--- src/hdl/perspective_divide_viewport_map_macros.svh ---
// assertion helpers, clocked on clk; the implication helper is quiet while rst_n is low
`ifndef PERSPECTIVE_DIVIDE_VIEWPORT_MAP_MACROS_SVH
`define PERSPECTIVE_DIVIDE_VIEWPORT_MAP_MACROS_SVH

// same-cycle implication outside reset
`define PDVM_ASSERT_IMP(lbl, ante, cons, msg) \
  lbl: assert property (@(posedge clk) disable iff (!rst_n) (ante) |-> (cons)) \
    else $error(msg);

// condition that must hold in the cycle after a reset edge
`define PDVM_ASSERT_AFTER_RST(lbl, cons, msg) \
  lbl: assert property (@(posedge clk) (!rst_n) |=> (cons)) \
    else $error(msg);

`endif

--- src/hdl/pdvm_pkg.sv ---
package pdvm_pkg;

  localparam int COORD_W = 32;
  localparam int SIZE_W  = 15;
  localparam int NUM_W   = 33;  // x + w and w - y
  localparam int PROD_W  = 48;  // (x + w) * (size - 1)
  localparam int WABS_W  = 32;  // |w|
  localparam int MAG_W   = 49;  // 2|n| + 2|w|
  localparam int DEN_W   = 34;  // 4|w|

  localparam logic [SIZE_W-1:0] WIDTH_RST  = 15'd640;
  localparam logic [SIZE_W-1:0] HEIGHT_RST = 15'd480;

  localparam int USER_SAT = 0;
  localparam int USER_WZ  = 1;

  typedef enum logic {
    CFG_WIDTH  = 1'b0,
    CFG_HEIGHT = 1'b1
  } cfg_reg_t;

  typedef struct packed {
    logic w_zero;
    logic last;
  } tag_t;

  typedef struct packed {
    logic [MAG_W-1:0] rem_x;
    logic [MAG_W-1:0] rem_y;
    logic [DEN_W-1:0] den;
    logic             neg_x;
    logic             neg_y;
    logic             ovf_x;
    logic             ovf_y;
    tag_t             tag;
  } div_item_t;

endpackage

--- src/hdl/pdvm_back.sv ---
module pdvm_back #(
  parameter int PIXEL_BITS = 16
) (
  input  logic                                  clk,
  input  logic                                  rst_n,
  input  logic                                  in_valid,
  output logic                                  in_ready,
  input  pdvm_pkg::div_item_t                   in_item,
  input  logic [PIXEL_BITS-1:0]                 in_qx,
  input  logic [PIXEL_BITS-1:0]                 in_qy,
  output logic                                  m_axis_tvalid,
  input  logic                                  m_axis_tready,
  output logic [((2*PIXEL_BITS+7)/8)*8-1:0]     m_axis_tdata,
  output logic [1:0]                            m_axis_tuser,
  output logic                                  m_axis_tlast
);

  localparam int OUT_W = ((2*PIXEL_BITS+7)/8)*8;
  localparam logic [PIXEL_BITS-1:0] PIX_MAX = {1'b0, {(PIXEL_BITS-1){1'b1}}};
  localparam logic [PIXEL_BITS-1:0] PIX_MIN = {1'b1, {(PIXEL_BITS-1){1'b0}}};

  logic                  tvalid_r;
  logic [OUT_W-1:0]      tdata_r, tdata_nxt;
  logic [1:0]            tuser_r, tuser_nxt;
  logic                  tlast_r;
  logic                  sat_x, sat_y;
  logic [PIXEL_BITS-1:0] px, py;

  // negative side may reach one step further than the positive side
  always_comb begin
    if (in_item.neg_x) begin
      sat_x = in_item.ovf_x || (in_qx[PIXEL_BITS-1] && |in_qx[PIXEL_BITS-2:0]);
      px    = sat_x ? PIX_MIN : (~in_qx + 1'b1);
    end else begin
      sat_x = in_item.ovf_x || in_qx[PIXEL_BITS-1];
      px    = sat_x ? PIX_MAX : in_qx;
    end
    if (in_item.neg_y) begin
      sat_y = in_item.ovf_y || (in_qy[PIXEL_BITS-1] && |in_qy[PIXEL_BITS-2:0]);
      py    = sat_y ? PIX_MIN : (~in_qy + 1'b1);
    end else begin
      sat_y = in_item.ovf_y || in_qy[PIXEL_BITS-1];
      py    = sat_y ? PIX_MAX : in_qy;
    end
  end

  always_comb begin
    tuser_nxt = '0;
    if (in_item.tag.w_zero) begin
      tdata_nxt                    = '0;
      tuser_nxt[pdvm_pkg::USER_WZ] = 1'b1;
    end else begin
      tdata_nxt                     = OUT_W'({py, px});
      tuser_nxt[pdvm_pkg::USER_SAT] = sat_x || sat_y;
    end
  end

  assign in_ready = !tvalid_r || m_axis_tready;

  always_ff @(posedge clk) begin
    if (!rst_n) begin
      tvalid_r <= 1'b0;
    end else if (in_ready) begin
      tvalid_r <= in_valid;
    end
  end

  always_ff @(posedge clk) begin
    if (in_ready && in_valid) begin
      tdata_r <= tdata_nxt;
      tuser_r <= tuser_nxt;
      tlast_r <= in_item.tag.last;
    end
  end

  assign m_axis_tvalid = tvalid_r;
  assign m_axis_tdata  = tdata_r;
  assign m_axis_tuser  = tuser_r;
  assign m_axis_tlast  = tlast_r;

endmodule

--- config.mk ---
export PLATFORM = sky130hd
export DESIGN_NAME = pdvm_back
export DESIGN_NICKNAME = d
export VERILOG_FILES = /design/src/hdl/perspective_divide_viewport_map_macros.svh /design/src/hdl/pdvm_pkg.sv /design/src/hdl/pdvm_back.sv
export SDC_FILE = /design/constraint.sdc
export NUM_CORES = 1
export LEC_CHECK = 0
export ABC_CLOCK_PERIOD_IN_PS = 7200
export BUFFER_PORTS_ARGS = -buffer_cell sky130_fd_sc_hd__buf_2
export CAP_MARGIN = 20
export CORE_AREA = 2 2 82 84
export DETAILED_ROUTE_END_ITERATION = 10
export DIE_AREA = 0 0 84 86
export HOLD_SLACK_MARGIN = 0.15
export PLACE_DENSITY = 0.87
export SLEW_MARGIN = 20
export SYNTH_ARGS = -nofsm -noshare
export SYNTH_HDL_FRONTEND = slang
export SYNTH_SLANG_ARGS = --single-unit
export TNS_END_PERCENT = 10
--- constraint.sdc ---
create_clock -name clk -period 7.2 [get_ports clk]
set_clock_uncertainty 0.1 [all_clocks]
set_input_delay 1.8 -clock clk [delete_from_list [all_inputs] [get_ports clk]]
set_output_delay 1.8 -clock clk [all_outputs]
set_load 0.02 [all_outputs]
Word level (Yosys, flattened, before mapping) --
Cells that the tools add are included.
Operators by class: reduce and logical (&&, ||, !) cells 12, $add $sub $neg 2, bitwise gates (word level) 2, muxes and demuxes 9
Operators with widths (number):
- $mux 16 | 6
- $add 16x1->16 const B | 2
- $not 16->16 | 2
- $reduce_or 15->1 | 2
- $logic_or 1x1->1 | 6
- $logic_and 1x1->1 | 3
- $mux 1 | 3
- $logic_not 1->1 | 1
Storage, ports and cells: register bits after elaboration 36, input bits 174

Depth between registers and ports, before layout --
Gate-level depths: netlist (run 1).
depth in word-level cells 5, gate-level depth with buffers 8, gate-level depth less buffers 7

Worst setup path after synthesis (run 1) --
Ideal clock, no wire load.
path type input to output, start input m_axis_tready, end output in_ready, cell stages on the path 1, required time 5300 ps, path slack 3272 ps, arrival 2028 ps, cell sequence nand2b_1
Between the ends: longest elaborated chain between the ends 1
RTL lines:
- from (decl) | RTL line pdvm_back.sv:12 | input logic m_axis_tready,
- $logic_or 1x1->1 | RTL line pdvm_back.sv:58 | assign in_ready = !tvalid_r || m_axis_tready;
- to (decl) | RTL line pdvm_back.sv:7 | output logic in_ready,
Every way passes these cells.

Worst setup path in the final report (run 1) --
Ends and elaborated chain as after synthesis.

==> metrics, run 1 <==
status completed; largest family of logic cells by synthesized area simple AND/OR/NAND/NOR gates; pre-CTS setup slack 3.09 ns; RSZ-0062 raised after global routing no; Worst Path Max Fanout 3; Vias 2,382; Seq cells post-synth 36; Worst setup endpoint in_ready; Skew-Pair Late Insertion Delay 0.28 ns; kind of critical path in -> out; worst reg2reg path depth 3; Syn. warnings 0; Placed Area 2780 µm²; synthesized cell area 2350 µm²; post-synth top area cell edfxtp_1; Final ANT Viol Nets 0; Post-CTS Setup Repair Bufs 0; Final Wtd Congestion 0.903; worst min path class reg -> reg; Max Cap Viol 0; post-synth cell types 48; Synth Area in Compound Gates 0.180; n_diodes 0; DRC Markers 0; Final Hold Fails 0; GRT Total Usage 0.187; leading cell types in the layout, fill and taps excluded buf_2, edfxtp_1, nand2_1, nor3_1, nor2_1; Root Buffer clkbuf_8; Final Power 0.549 mW; drt pass-1 iters 4; clock transition at the registers of the reported paths 0.07 ns; Arrival @ worst endpoint 2.21 ns; clk buf depth 2; Layout Cells excl Fill 400; Worst-Margin Slew 0.680 ns; worst flop-to-flop path endpoint m_axis_tdata[24]$_SDFFCE_PP0P_; fin. max-slew vios 0; filler instances 596; Final Critical Period 4.11 ns; Fin Setup TNS 0 ns; Initial Utilization 0.375; DIE WIDTH 84 µm; Chip Height 86 µm; final setup vio count 0; Avg Cell Area, Syn 9.30 µm²; nets 498; placed cell count 392; drt wl/cell 17.0 µm; initial antenna violation count 0; Reg area 1070 µm²; Post-Syn Instances 253; Area contributors post-synth edfxtp_1, nand2_1, nor3_1; fmax 243 MHz; Design Area, Final 2900 µm²; # resized after CTS 0; hold_sp m_axis_tvalid$_SDFFE_PN0N_; relative slew slack 0.541; HPWL Detailed 4880 µm; gr ovfl total 0; CTS tree built; vias in the first global route 2,203; Starting DRT DRC Count 159; IO Count 211; maximum vdd ir drop 0.130 mV; Synth Area in Simple Gates 0.295; critical path startpoint category input pin; CP Data Required Time 5.30 ns; first-pass GRT wire length 10,700 µm; Pleak 1.08 nW; total CTS buffers 5; Post-synth EDFFs 35; ratio of cells with drive above 1 in the final layout 0.300; post-synthesis async set-or-reset flop share 0; core region area 6280 µm²; Yosys top cell area share 0.447; Hold WS 0.439 ns; H-Tree Depth 2; Crit. End Element primary output; Post-Synth Adder-Cell Area 0.0106; multiplexer area fraction after synthesis 0.0170; Seq/Total Area, Yosys 0.455; source of the critical timing path m_axis_tready; crit share post-route 0.571; Die ar. 7220 µm²; Worst R2R Start m_axis_tvalid$_SDFFE_PN0N_; row cnt 29; fin worst setup slack 3.09 ns; final core occ 0.462; predominant post-synthesis flop cell edfxtp_1; largest net degree at the start of global routing 39; most common cell after layout, fill and taps aside buf_2; WL final 6800 µm; Syn Nets 429; flop2flop setup slack 5.80 ns; vias per cell 5.96; xor/xnor share of the synthesized area 0.00372; Synth-to-Final Area Change 23.2%; hold_buf cts 0; PwrDens 190 nW/µm²; I/O Buffers 78; footprint of the multi-input gates 1190 µm²; # clock sinks 36
==> flip-flops by register name, summed over array words and instances, names as in the netlist <==
| signal | count |
|---|---|
| m_axis_tdata | 32 |
| m_axis_tuser | 2 |
| m_axis_tlast | 1 |
| m_axis_tvalid | 1 |
==> critical path, stage by stage <==
cell	delay [ns]
buf_2	0.09
nand2b_1	0.15
buf_2	0.17
==> worst min-delay path by stage <==
stage	cells past startpoint	to
CTS	2	m_axis_tvalid$_SDFFE_PN0N_
finish	2	m_axis_tvalid$_SDFFE_PN0N_
floorplan	2	m_axis_tvalid$_SDFFE_PN0N_
global route	2	m_axis_tvalid$_SDFFE_PN0N_
global placement	2	m_axis_tvalid$_SDFFE_PN0N_
detailed placement	2	m_axis_tvalid$_SDFFE_PN0N_
==> power breakdown <==
part           internal, mW  switching (mW)
logic                0.0364          0.0734
registers             0.248         0.00449
clock network         0.104          0.0828
total                 0.389           0.161
==> cell type report <==
type,instances,area share
Clock buffer,5,0.0237
Clock inverter,3,0.0160
Inverter,7,0.00907
Multi-Input combinational cell,193,0.411
Sequential cell,36,0.370
Tap cell,77,0.0332
Timing Repair Buffer,79,0.137
==> logic make-up (layout without fill, tap and decap cells) <==
kind of cell | after synthesis | in the layout
buf+inv | 24 | 94
mux | 4 | 4
xor+xnor | 1 | 1
flops | 36 | 36
fa+ha+maj | 2 | 2
compound gates | 62 | 62
simple gates | 124 | 124
==> synth_stat cells (all sizes together) (2+ instances only) <==
library cell  count
nor3             18
nor2b             3
mux2i             4
buf               2
ha                2
nand2b            8
o21ai            10
nand4             3
o311ai            6
a211oi            5
o32ai             2
nand2            29
nand4b            2
nor4             13
o41ai             3
edfxtp           35
or3               6
and2              4
o211ai            3
a21oi            14
or4b              3
nor4b             2
nor2             16
nand3b            5
a41oi             3
nand3             6
a31oi             7
inv               7
clkbuf           15
a21o              2
or2               3
==> metal layers <==
layer | wire [µm] | vias to the layer above | track usage
met5 | 0 | - | 0
li1 | - | 1130 | -
met1 | 3190 | 1122 | 0.270
met3 | 673 | 9 | 0.0635
met2 | 2870 | 121 | 0.263
met4 | 74 | 0 | 0.0616
Note: power is estimated with default switching activity, not from simulation.
==> inputs of run 2 (changes only) <==
--- a/config.mk
+++ b/config.mk
@@ -5,14 +5,14 @@
 export SDC_FILE = /design/constraint.sdc
 export NUM_CORES = 1
 export LEC_CHECK = 0
-export ABC_CLOCK_PERIOD_IN_PS = 7200
+export ABC_CLOCK_PERIOD_IN_PS = 3500
 export BUFFER_PORTS_ARGS = -buffer_cell sky130_fd_sc_hd__buf_2
 export CAP_MARGIN = 20
-export CORE_AREA = 2 2 82 84
+export CORE_ASPECT_RATIO = 1.5
+export CORE_UTILIZATION = 34
 export DETAILED_ROUTE_END_ITERATION = 10
-export DIE_AREA = 0 0 84 86
 export HOLD_SLACK_MARGIN = 0.15
-export PLACE_DENSITY = 0.87
+export PLACE_DENSITY = 0.84
 export SLEW_MARGIN = 20
 export SYNTH_ARGS = -nofsm -noshare
 export SYNTH_HDL_FRONTEND = slang
==> constraint.sdc (replaced) <==
create_clock -name clk -period 3.5 [get_ports clk]
set_clock_uncertainty 0.1 [all_clocks]
set_input_delay 0.875 -clock clk [delete_from_list [all_inputs] [get_ports clk]]
set_output_delay 0.875 -clock clk [all_outputs]
set_load 0.02 [all_outputs]
==> metrics, run 2 (same netlist as run 1, synthesis figures left out) <==
status completed (unchanged); max reg flops 32 (unchanged); n_diodes 0 (unchanged); vias in the first global route 2,361 (was 2,203); WL final 6960 µm (was 6800 µm); critical path startpoint category input pin (unchanged); I/O Buffers 78 (unchanged); kind of critical path in -> reg (was in -> out); Fin Setup TNS 0 ns (unchanged); Skew-Pair Late Insertion Delay 0.29 ns (was 0.28 ns); PwrDens 363 nW/µm² (was 190 nW/µm²); clk buf depth 2 (unchanged); leading cell types in the layout, fill and taps excluded buf_2, edfxtp_1, nand2_1, nor3_1, nor2_1 (unchanged); HPWL Detailed 5300 µm (was 4880 µm); Post-CTS Setup Repair Bufs 0 (unchanged); gr ovfl total 0 (unchanged); placed cell count 396 (was 392); cell family with most CP delay simple AND/OR/NAND/NOR gates (was buffers and inverters); initial antenna violation count 0 (unchanged); Worst-Margin Slew 0.616 ns (was 0.680 ns); Crit. End Element register (was primary output); Hold WS 0.448 ns (was 0.439 ns); Max Cap Viol 0 (unchanged); final setup vio count 0 (unchanged); Layout Cells excl Fill 404 (was 400); vias per cell 5.83 (was 5.96); row cnt 36 (was 29); end of the worst hold path m_axis_tvalid$_SDFFE_PN0N_ (unchanged); first-pass GRT wire length 11,400 µm (was 10,700 µm); # resized after CTS 0 (unchanged); IO Count 211 (unchanged); worst flop-to-flop path endpoint m_axis_tdata[15]$_SDFFCE_PP0P_ (was m_axis_tdata[24]$_SDFFCE_PP0P_); critical path's slowest cell or4_4 (was buf_2); Final Hold Fails 0 (unchanged); CP Data Required Time 3.41 ns (was 5.30 ns); core region area 6580 µm² (was 6280 µm²); drt pass-1 iters 4 (unchanged); worst reg2reg path depth 3 (unchanged); hold_buf cts 0 (unchanged); total CTS buffers 5 (unchanged); nets 503 (was 498); Vias 2,357 (was 2,382); CTS tree built (unchanged); relative slew slack 0.585 (was 0.541); drt wl/cell 17.2 µm (was 17.0 µm); Critical path buffers and inverters 1 (was 2); Starting DRT DRC Count 87 (was 159); RSZ-0062 raised after global routing no (unchanged); most common cell after layout, fill and taps aside buf_2 (unchanged); crit share post-route 0.803; Final ANT Viol Nets 0 (unchanged); hold_sp m_axis_tvalid$_SDFFE_PN0N_ (unchanged); H-Tree Depth 2 (unchanged); Worst Path Max Fanout 7 (was 3); fin. max-slew vios 0 (unchanged); Chip Height 104 µm (was 86 µm); fmax 356 MHz; Pleak 1.10 nW (was 1.08 nW); Synth-to-Final Area Change 23.8% (was 23.2%); Die ar. 7260 µm² (was 7220 µm²); CP Cell Sequence buf_2, or4_4, or3b_4, or4b_1, o311ai_1, nor3_1 (was buf_2, nand2b_1, buf_2); Initial Utilization 0.358 (was 0.375); largest net degree at the start of global routing 39 (unchanged); clock transition at the registers of the reported paths 0.07 ns (about the same); flop2flop setup slack 2.08 ns (was 5.80 ns); filler instances 652 (was 596); DRC Markers 0 (unchanged); worst min path class reg -> reg (unchanged); Arrival @ worst endpoint 2.72 ns (was 2.21 ns); DIE WIDTH 69.9 µm (was 84 µm); Final Wtd Congestion 0.876 (was 0.903); Hold Path Cell Cnt 2 (unchanged); ratio of cells with drive above 1 in the final layout 0.311 (was 0.300); GRT Total Usage 0.199 (was 0.187); Root Buffer clkbuf_8 (unchanged); maximum vdd ir drop 0.167 mV (was 0.130 mV); # clock sinks 36 (unchanged); final core occ 0.443 (was 0.462); Final Critical Period 2.81 ns; Worst R2R Start m_axis_tvalid$_SDFFE_PN0N_ (unchanged); max incr delay on CP 0.55 ns (was 0.17 ns)
==> run 2: cell types whose count changed in the layout (fill, tap and decap cells not counted), sizes merged <==
| cell | before | now |
|---|---|---|
| clkinv | 0 | 2 |
| inv | 8 | 7 |
| clkbuf | 5 | 6 |
| clkinvlp | 1 | 0 |
| bufinv | 1 | 0 |
| buf | 79 | 84 |
==> run 2: how the worst max path moves through the flow <==
stage	start	endpoint	cells past startpoint	slack (ns)
6_report	in_qx[2]	m_axis_tdata[9]$_SDFFCE_PP0P_	6	0.69
5_1_grt	in_qx[0]	m_axis_tdata[10]$_SDFFCE_PP0P_	8	0.60
4_1_cts	in_qx[0]	m_axis_tdata[9]$_SDFFCE_PP0P_	6	0.70
3_5_place_dp	in_qx[0]	m_axis_tdata[9]$_SDFFCE_PP0P_	6	0.40
3_3_place_gp	in_qx[0]	m_axis_tdata[9]$_SDFFCE_PP0P_	6	0.43
2_1_floorplan	in_qx[0]	m_axis_tdata[9]$_SDFFCE_PP0P_	5	0.66
==> run 2: through the flow <==
step	power (mW)	instance area (µm²)	setup slack (ns)
2_1_floorplan	0.658	2350	0.657
3_3_place_gp	0.753	2820	0.426
3_5_place_dp	0.758	2820	0.398
4_1_cts	1.07	2910	0.700
5_1_grt	1.10	2910	0.595
6_report	1.06	2910	0.690
==> run 2: routing by layer <==
layer  vias up  track usage  part of all wire
met3        16       0.0766             0.088
met4         0       0.0857             0.032
met1      1117        0.228              0.39
met2        92        0.328              0.49
li1       1132            -                 -
met5         -            0                 0
==> run 2: report_power, final <==
| group | internal [mW] | switching, mW |
|---|---|---|
| Sequential | 0.510 | 0.00743 |
| Combinational | 0.0777 | 0.154 |
| Clock | 0.157 | 0.150 |
==> run 2: cell type report <==
class / instances / area [µm²] / area share
multi-input combinational: 193 / 1190 / 0.409
sequential: 36 / 1070 / 0.368
timing repair buffer: 84 / 435 / 0.150
tap: 76 / 95.1 / 0.0327
clock buffer: 6 / 82.6 / 0.0284
inverter: 7 / 26.3 / 0.00902
clock inverter: 2 / 10.0 / 0.00344
==> run 2: worst register-to-register path: stages (launching register included) <==
cell and delay (ns):
dfxtp_1 0.31, nand2b_1 0.10, and2_1 0.14, buf_4 0.40
==> inputs of run 3 (changes only) <==
--- a/config.mk
+++ b/config.mk
@@ -5,7 +5,7 @@
 export SDC_FILE = /design/constraint.sdc
 export NUM_CORES = 1
 export LEC_CHECK = 0
-export ABC_CLOCK_PERIOD_IN_PS = 3500
+export ABC_CLOCK_PERIOD_IN_PS = 2300
 export BUFFER_PORTS_ARGS = -buffer_cell sky130_fd_sc_hd__buf_2
 export CAP_MARGIN = 20
 export CORE_ASPECT_RATIO = 1.5
==> constraint.sdc (replaced) <==
create_clock -name clk -period 2.3 [get_ports clk]
set_clock_uncertainty 0.1 [all_clocks]
set_input_delay 0.575 -clock clk [delete_from_list [all_inputs] [get_ports clk]]
set_output_delay 0.575 -clock clk [all_outputs]
set_load 0.02 [all_outputs]
==> metrics, run 3 (same netlist as run 1, synthesis figures left out) <==
Fin Setup TNS -0.0518 ns (was 0 ns); maximum vdd ir drop 0.317 mV (was 0.167 mV); DIE WIDTH 69.9 µm (unchanged); Worst-Margin Slew 0.584 ns (was 0.616 ns); relative slew slack 0.610 (was 0.585); PwrDens 586 nW/µm² (was 363 nW/µm²); Starting DRT DRC Count 184 (was 87); ratio of cells with drive above 1 in the final layout 0.430 (was 0.311); clk buf depth 2 (unchanged); Placed Area 3150 µm² (was 2820 µm²); Chip Height 104 µm (unchanged); row cnt 36 (unchanged); CTS tree built (unchanged); DRC Markers 0 (unchanged); Skew-Pair Late Insertion Delay 0.29 ns (about the same); status complete, but fails checks (was completed); Final Critical Period 2.34 ns; drt wl/cell 17.1 µm (was 17.2 µm); Reg area 1070 µm² (unchanged); largest net degree at the start of global routing 36 (was 39); crit share post-route 1.02; critical path startpoint category input pin (unchanged); Die ar. 7260 µm² (unchanged); Crit. End Element register (unchanged); pre-CTS setup slack -0.339 ns (was 0.398 ns); H-Tree Depth 2 (unchanged); first-pass GRT wire length 12,200 µm (was 11,400 µm); RSZ-0062 raised after global routing yes (was no); Final Power 1.99 mW (was 1.06 mW); worst min path class in -> reg (was reg -> reg); met3 Usage GRT 0.0833 (was 0.0766); filler instances 605 (was 652); Final ANT Viol Nets 0 (unchanged); HPWL Detailed 5570 µm (was 5300 µm); Hold WS 0.355 ns (was 0.448 ns); violated checks negative setup slack; hold_buf cts 0 (unchanged); drt pass-1 iters 4 (unchanged); Initial Utilization 0.358 (unchanged); vias per cell 5.78 (was 5.83); Pleak 1.36 nW (was 1.10 nW); fin worst setup slack -0.0415 ns (was 0.690 ns); fin. max-slew vios 0 (unchanged); Arrival @ worst endpoint 2.27 ns (was 2.72 ns); footprint of the multi-input gates 1280 µm² (was 1190 µm²); core region area 6580 µm² (unchanged); final setup vio count 3 (was 0); clock transition at the registers of the reported paths 0.07 ns (about the same); CP Data Required Time 2.23 ns (was 3.41 ns); vias in the first global route 2,562 (was 2,361); Vias 2,591 (was 2,357); # clock sinks 36 (unchanged); met2 GRT Util 0.351 (was 0.328); Worst Path Max Fanout 2 (was 7); fmax 427 MHz; most common cell after layout, fill and taps aside buf_2 (unchanged); Max Cap Viol 0 (unchanged); GR peak layer met2 (unchanged); leading cell types in the layout, fill and taps excluded buf_2, buf_4, edfxtp_1, nand2_1, nor3_1 (was buf_2, edfxtp_1, nand2_1, nor3_1, nor2_1); gr ovfl total 0 (unchanged); nets 547 (was 503); Root Buffer clkbuf_8 (unchanged); total CTS buffers 5 (unchanged); I/O Buffers 78 (unchanged); WL final 7650 µm (was 6960 µm); Synth-to-Final Area Change 44.4% (was 23.8%); met1 GRT Util 0.233 (was 0.228); Design Area, Final 3400 µm² (was 2910 µm²); IO Count 211 (unchanged); max reg flops 32 (unchanged); initial antenna violation count 0 (unchanged); GRT Total Usage 0.212 (was 0.199); Final Wtd Congestion 0.867 (was 0.876); Final Hold Fails 0 (unchanged); kind of critical path in -> reg (unchanged); n_diodes 0 (unchanged)
[run 3: changes by cell type in the layout (fill, tap and decap cells not counted), sizes merged]
cell,before,now
clkbuf,6,5
clkinv,2,0
buf,84,128
bufinv,0,3
[run 3: area by class of cell]
class                           instances  share of cell area
Timing Repair Buffer                  128               0.225
Clock inverter                          3              0.0265
Multi-Input combinational cell        193               0.377
Sequential cell                        36               0.315
Clock buffer                            5              0.0203
Tap cell                               76              0.0280
Inverter                                7             0.00773
[run 3: report_power, final]
part / internal (mW) / switching [mW] / total (mW)
Clock: 0.542 / 0.242 / 0.785
Combinational: 0.160 / 0.255 / 0.416
Sequential: 0.776 / 0.0127 / 0.789
[run 3: routing by layer]
| layer | vias up | share of wire |
|---|---|---|
| li1 | 1216 | - |
| met1 | 1216 | 0.38 |
| met2 | 127 | 0.48 |
| met3 | 32 | 0.092 |
| met4 | 0 | 0.046 |
| met5 | - | 0 |
[run 3: path summary, 6_finish.rpt]
path	from	end	slack, ns	cells after the start
worst max-delay path	in_qx[0]	m_axis_tdata[9]$_SDFFCE_PP0P_	-0.04	6
worst min-delay path	in_item[0]	m_axis_tlast$_DFFE_PP_	0.35	1
worst max register to register	m_axis_tvalid$_SDFFE_PN0N_	m_axis_tdata[13]$_SDFFCE_PP0P_	0.90	3
worst min register to register	m_axis_tvalid$_SDFFE_PN0N_	m_axis_tvalid$_SDFFE_PN0N_	0.43	2
[run 3: timing repair]
action,4_1_cts,5_1_grt
pin swaps,1,3
buffers inserted,0,0
gates resized for setup,3,15
endpoints found under the hold margin,0,0
setup endpoints to repair,5,21
[run 3: worst max-delay path, cell delays in order]
cell,delay (ns)
buf_2,0.10
or4_4,0.54
or3b_4,0.39
or4b_4,0.49
o311ai_2,0.10
nor3_1,0.07
[run 3: through the flow]
stage          std cells  utilization
2_1_floorplan        253            -
3_3_place_gp         440        0.479
3_5_place_dp         440        0.479
4_1_cts              448        0.506
5_1_grt              448        0.517
6_report             448        0.517
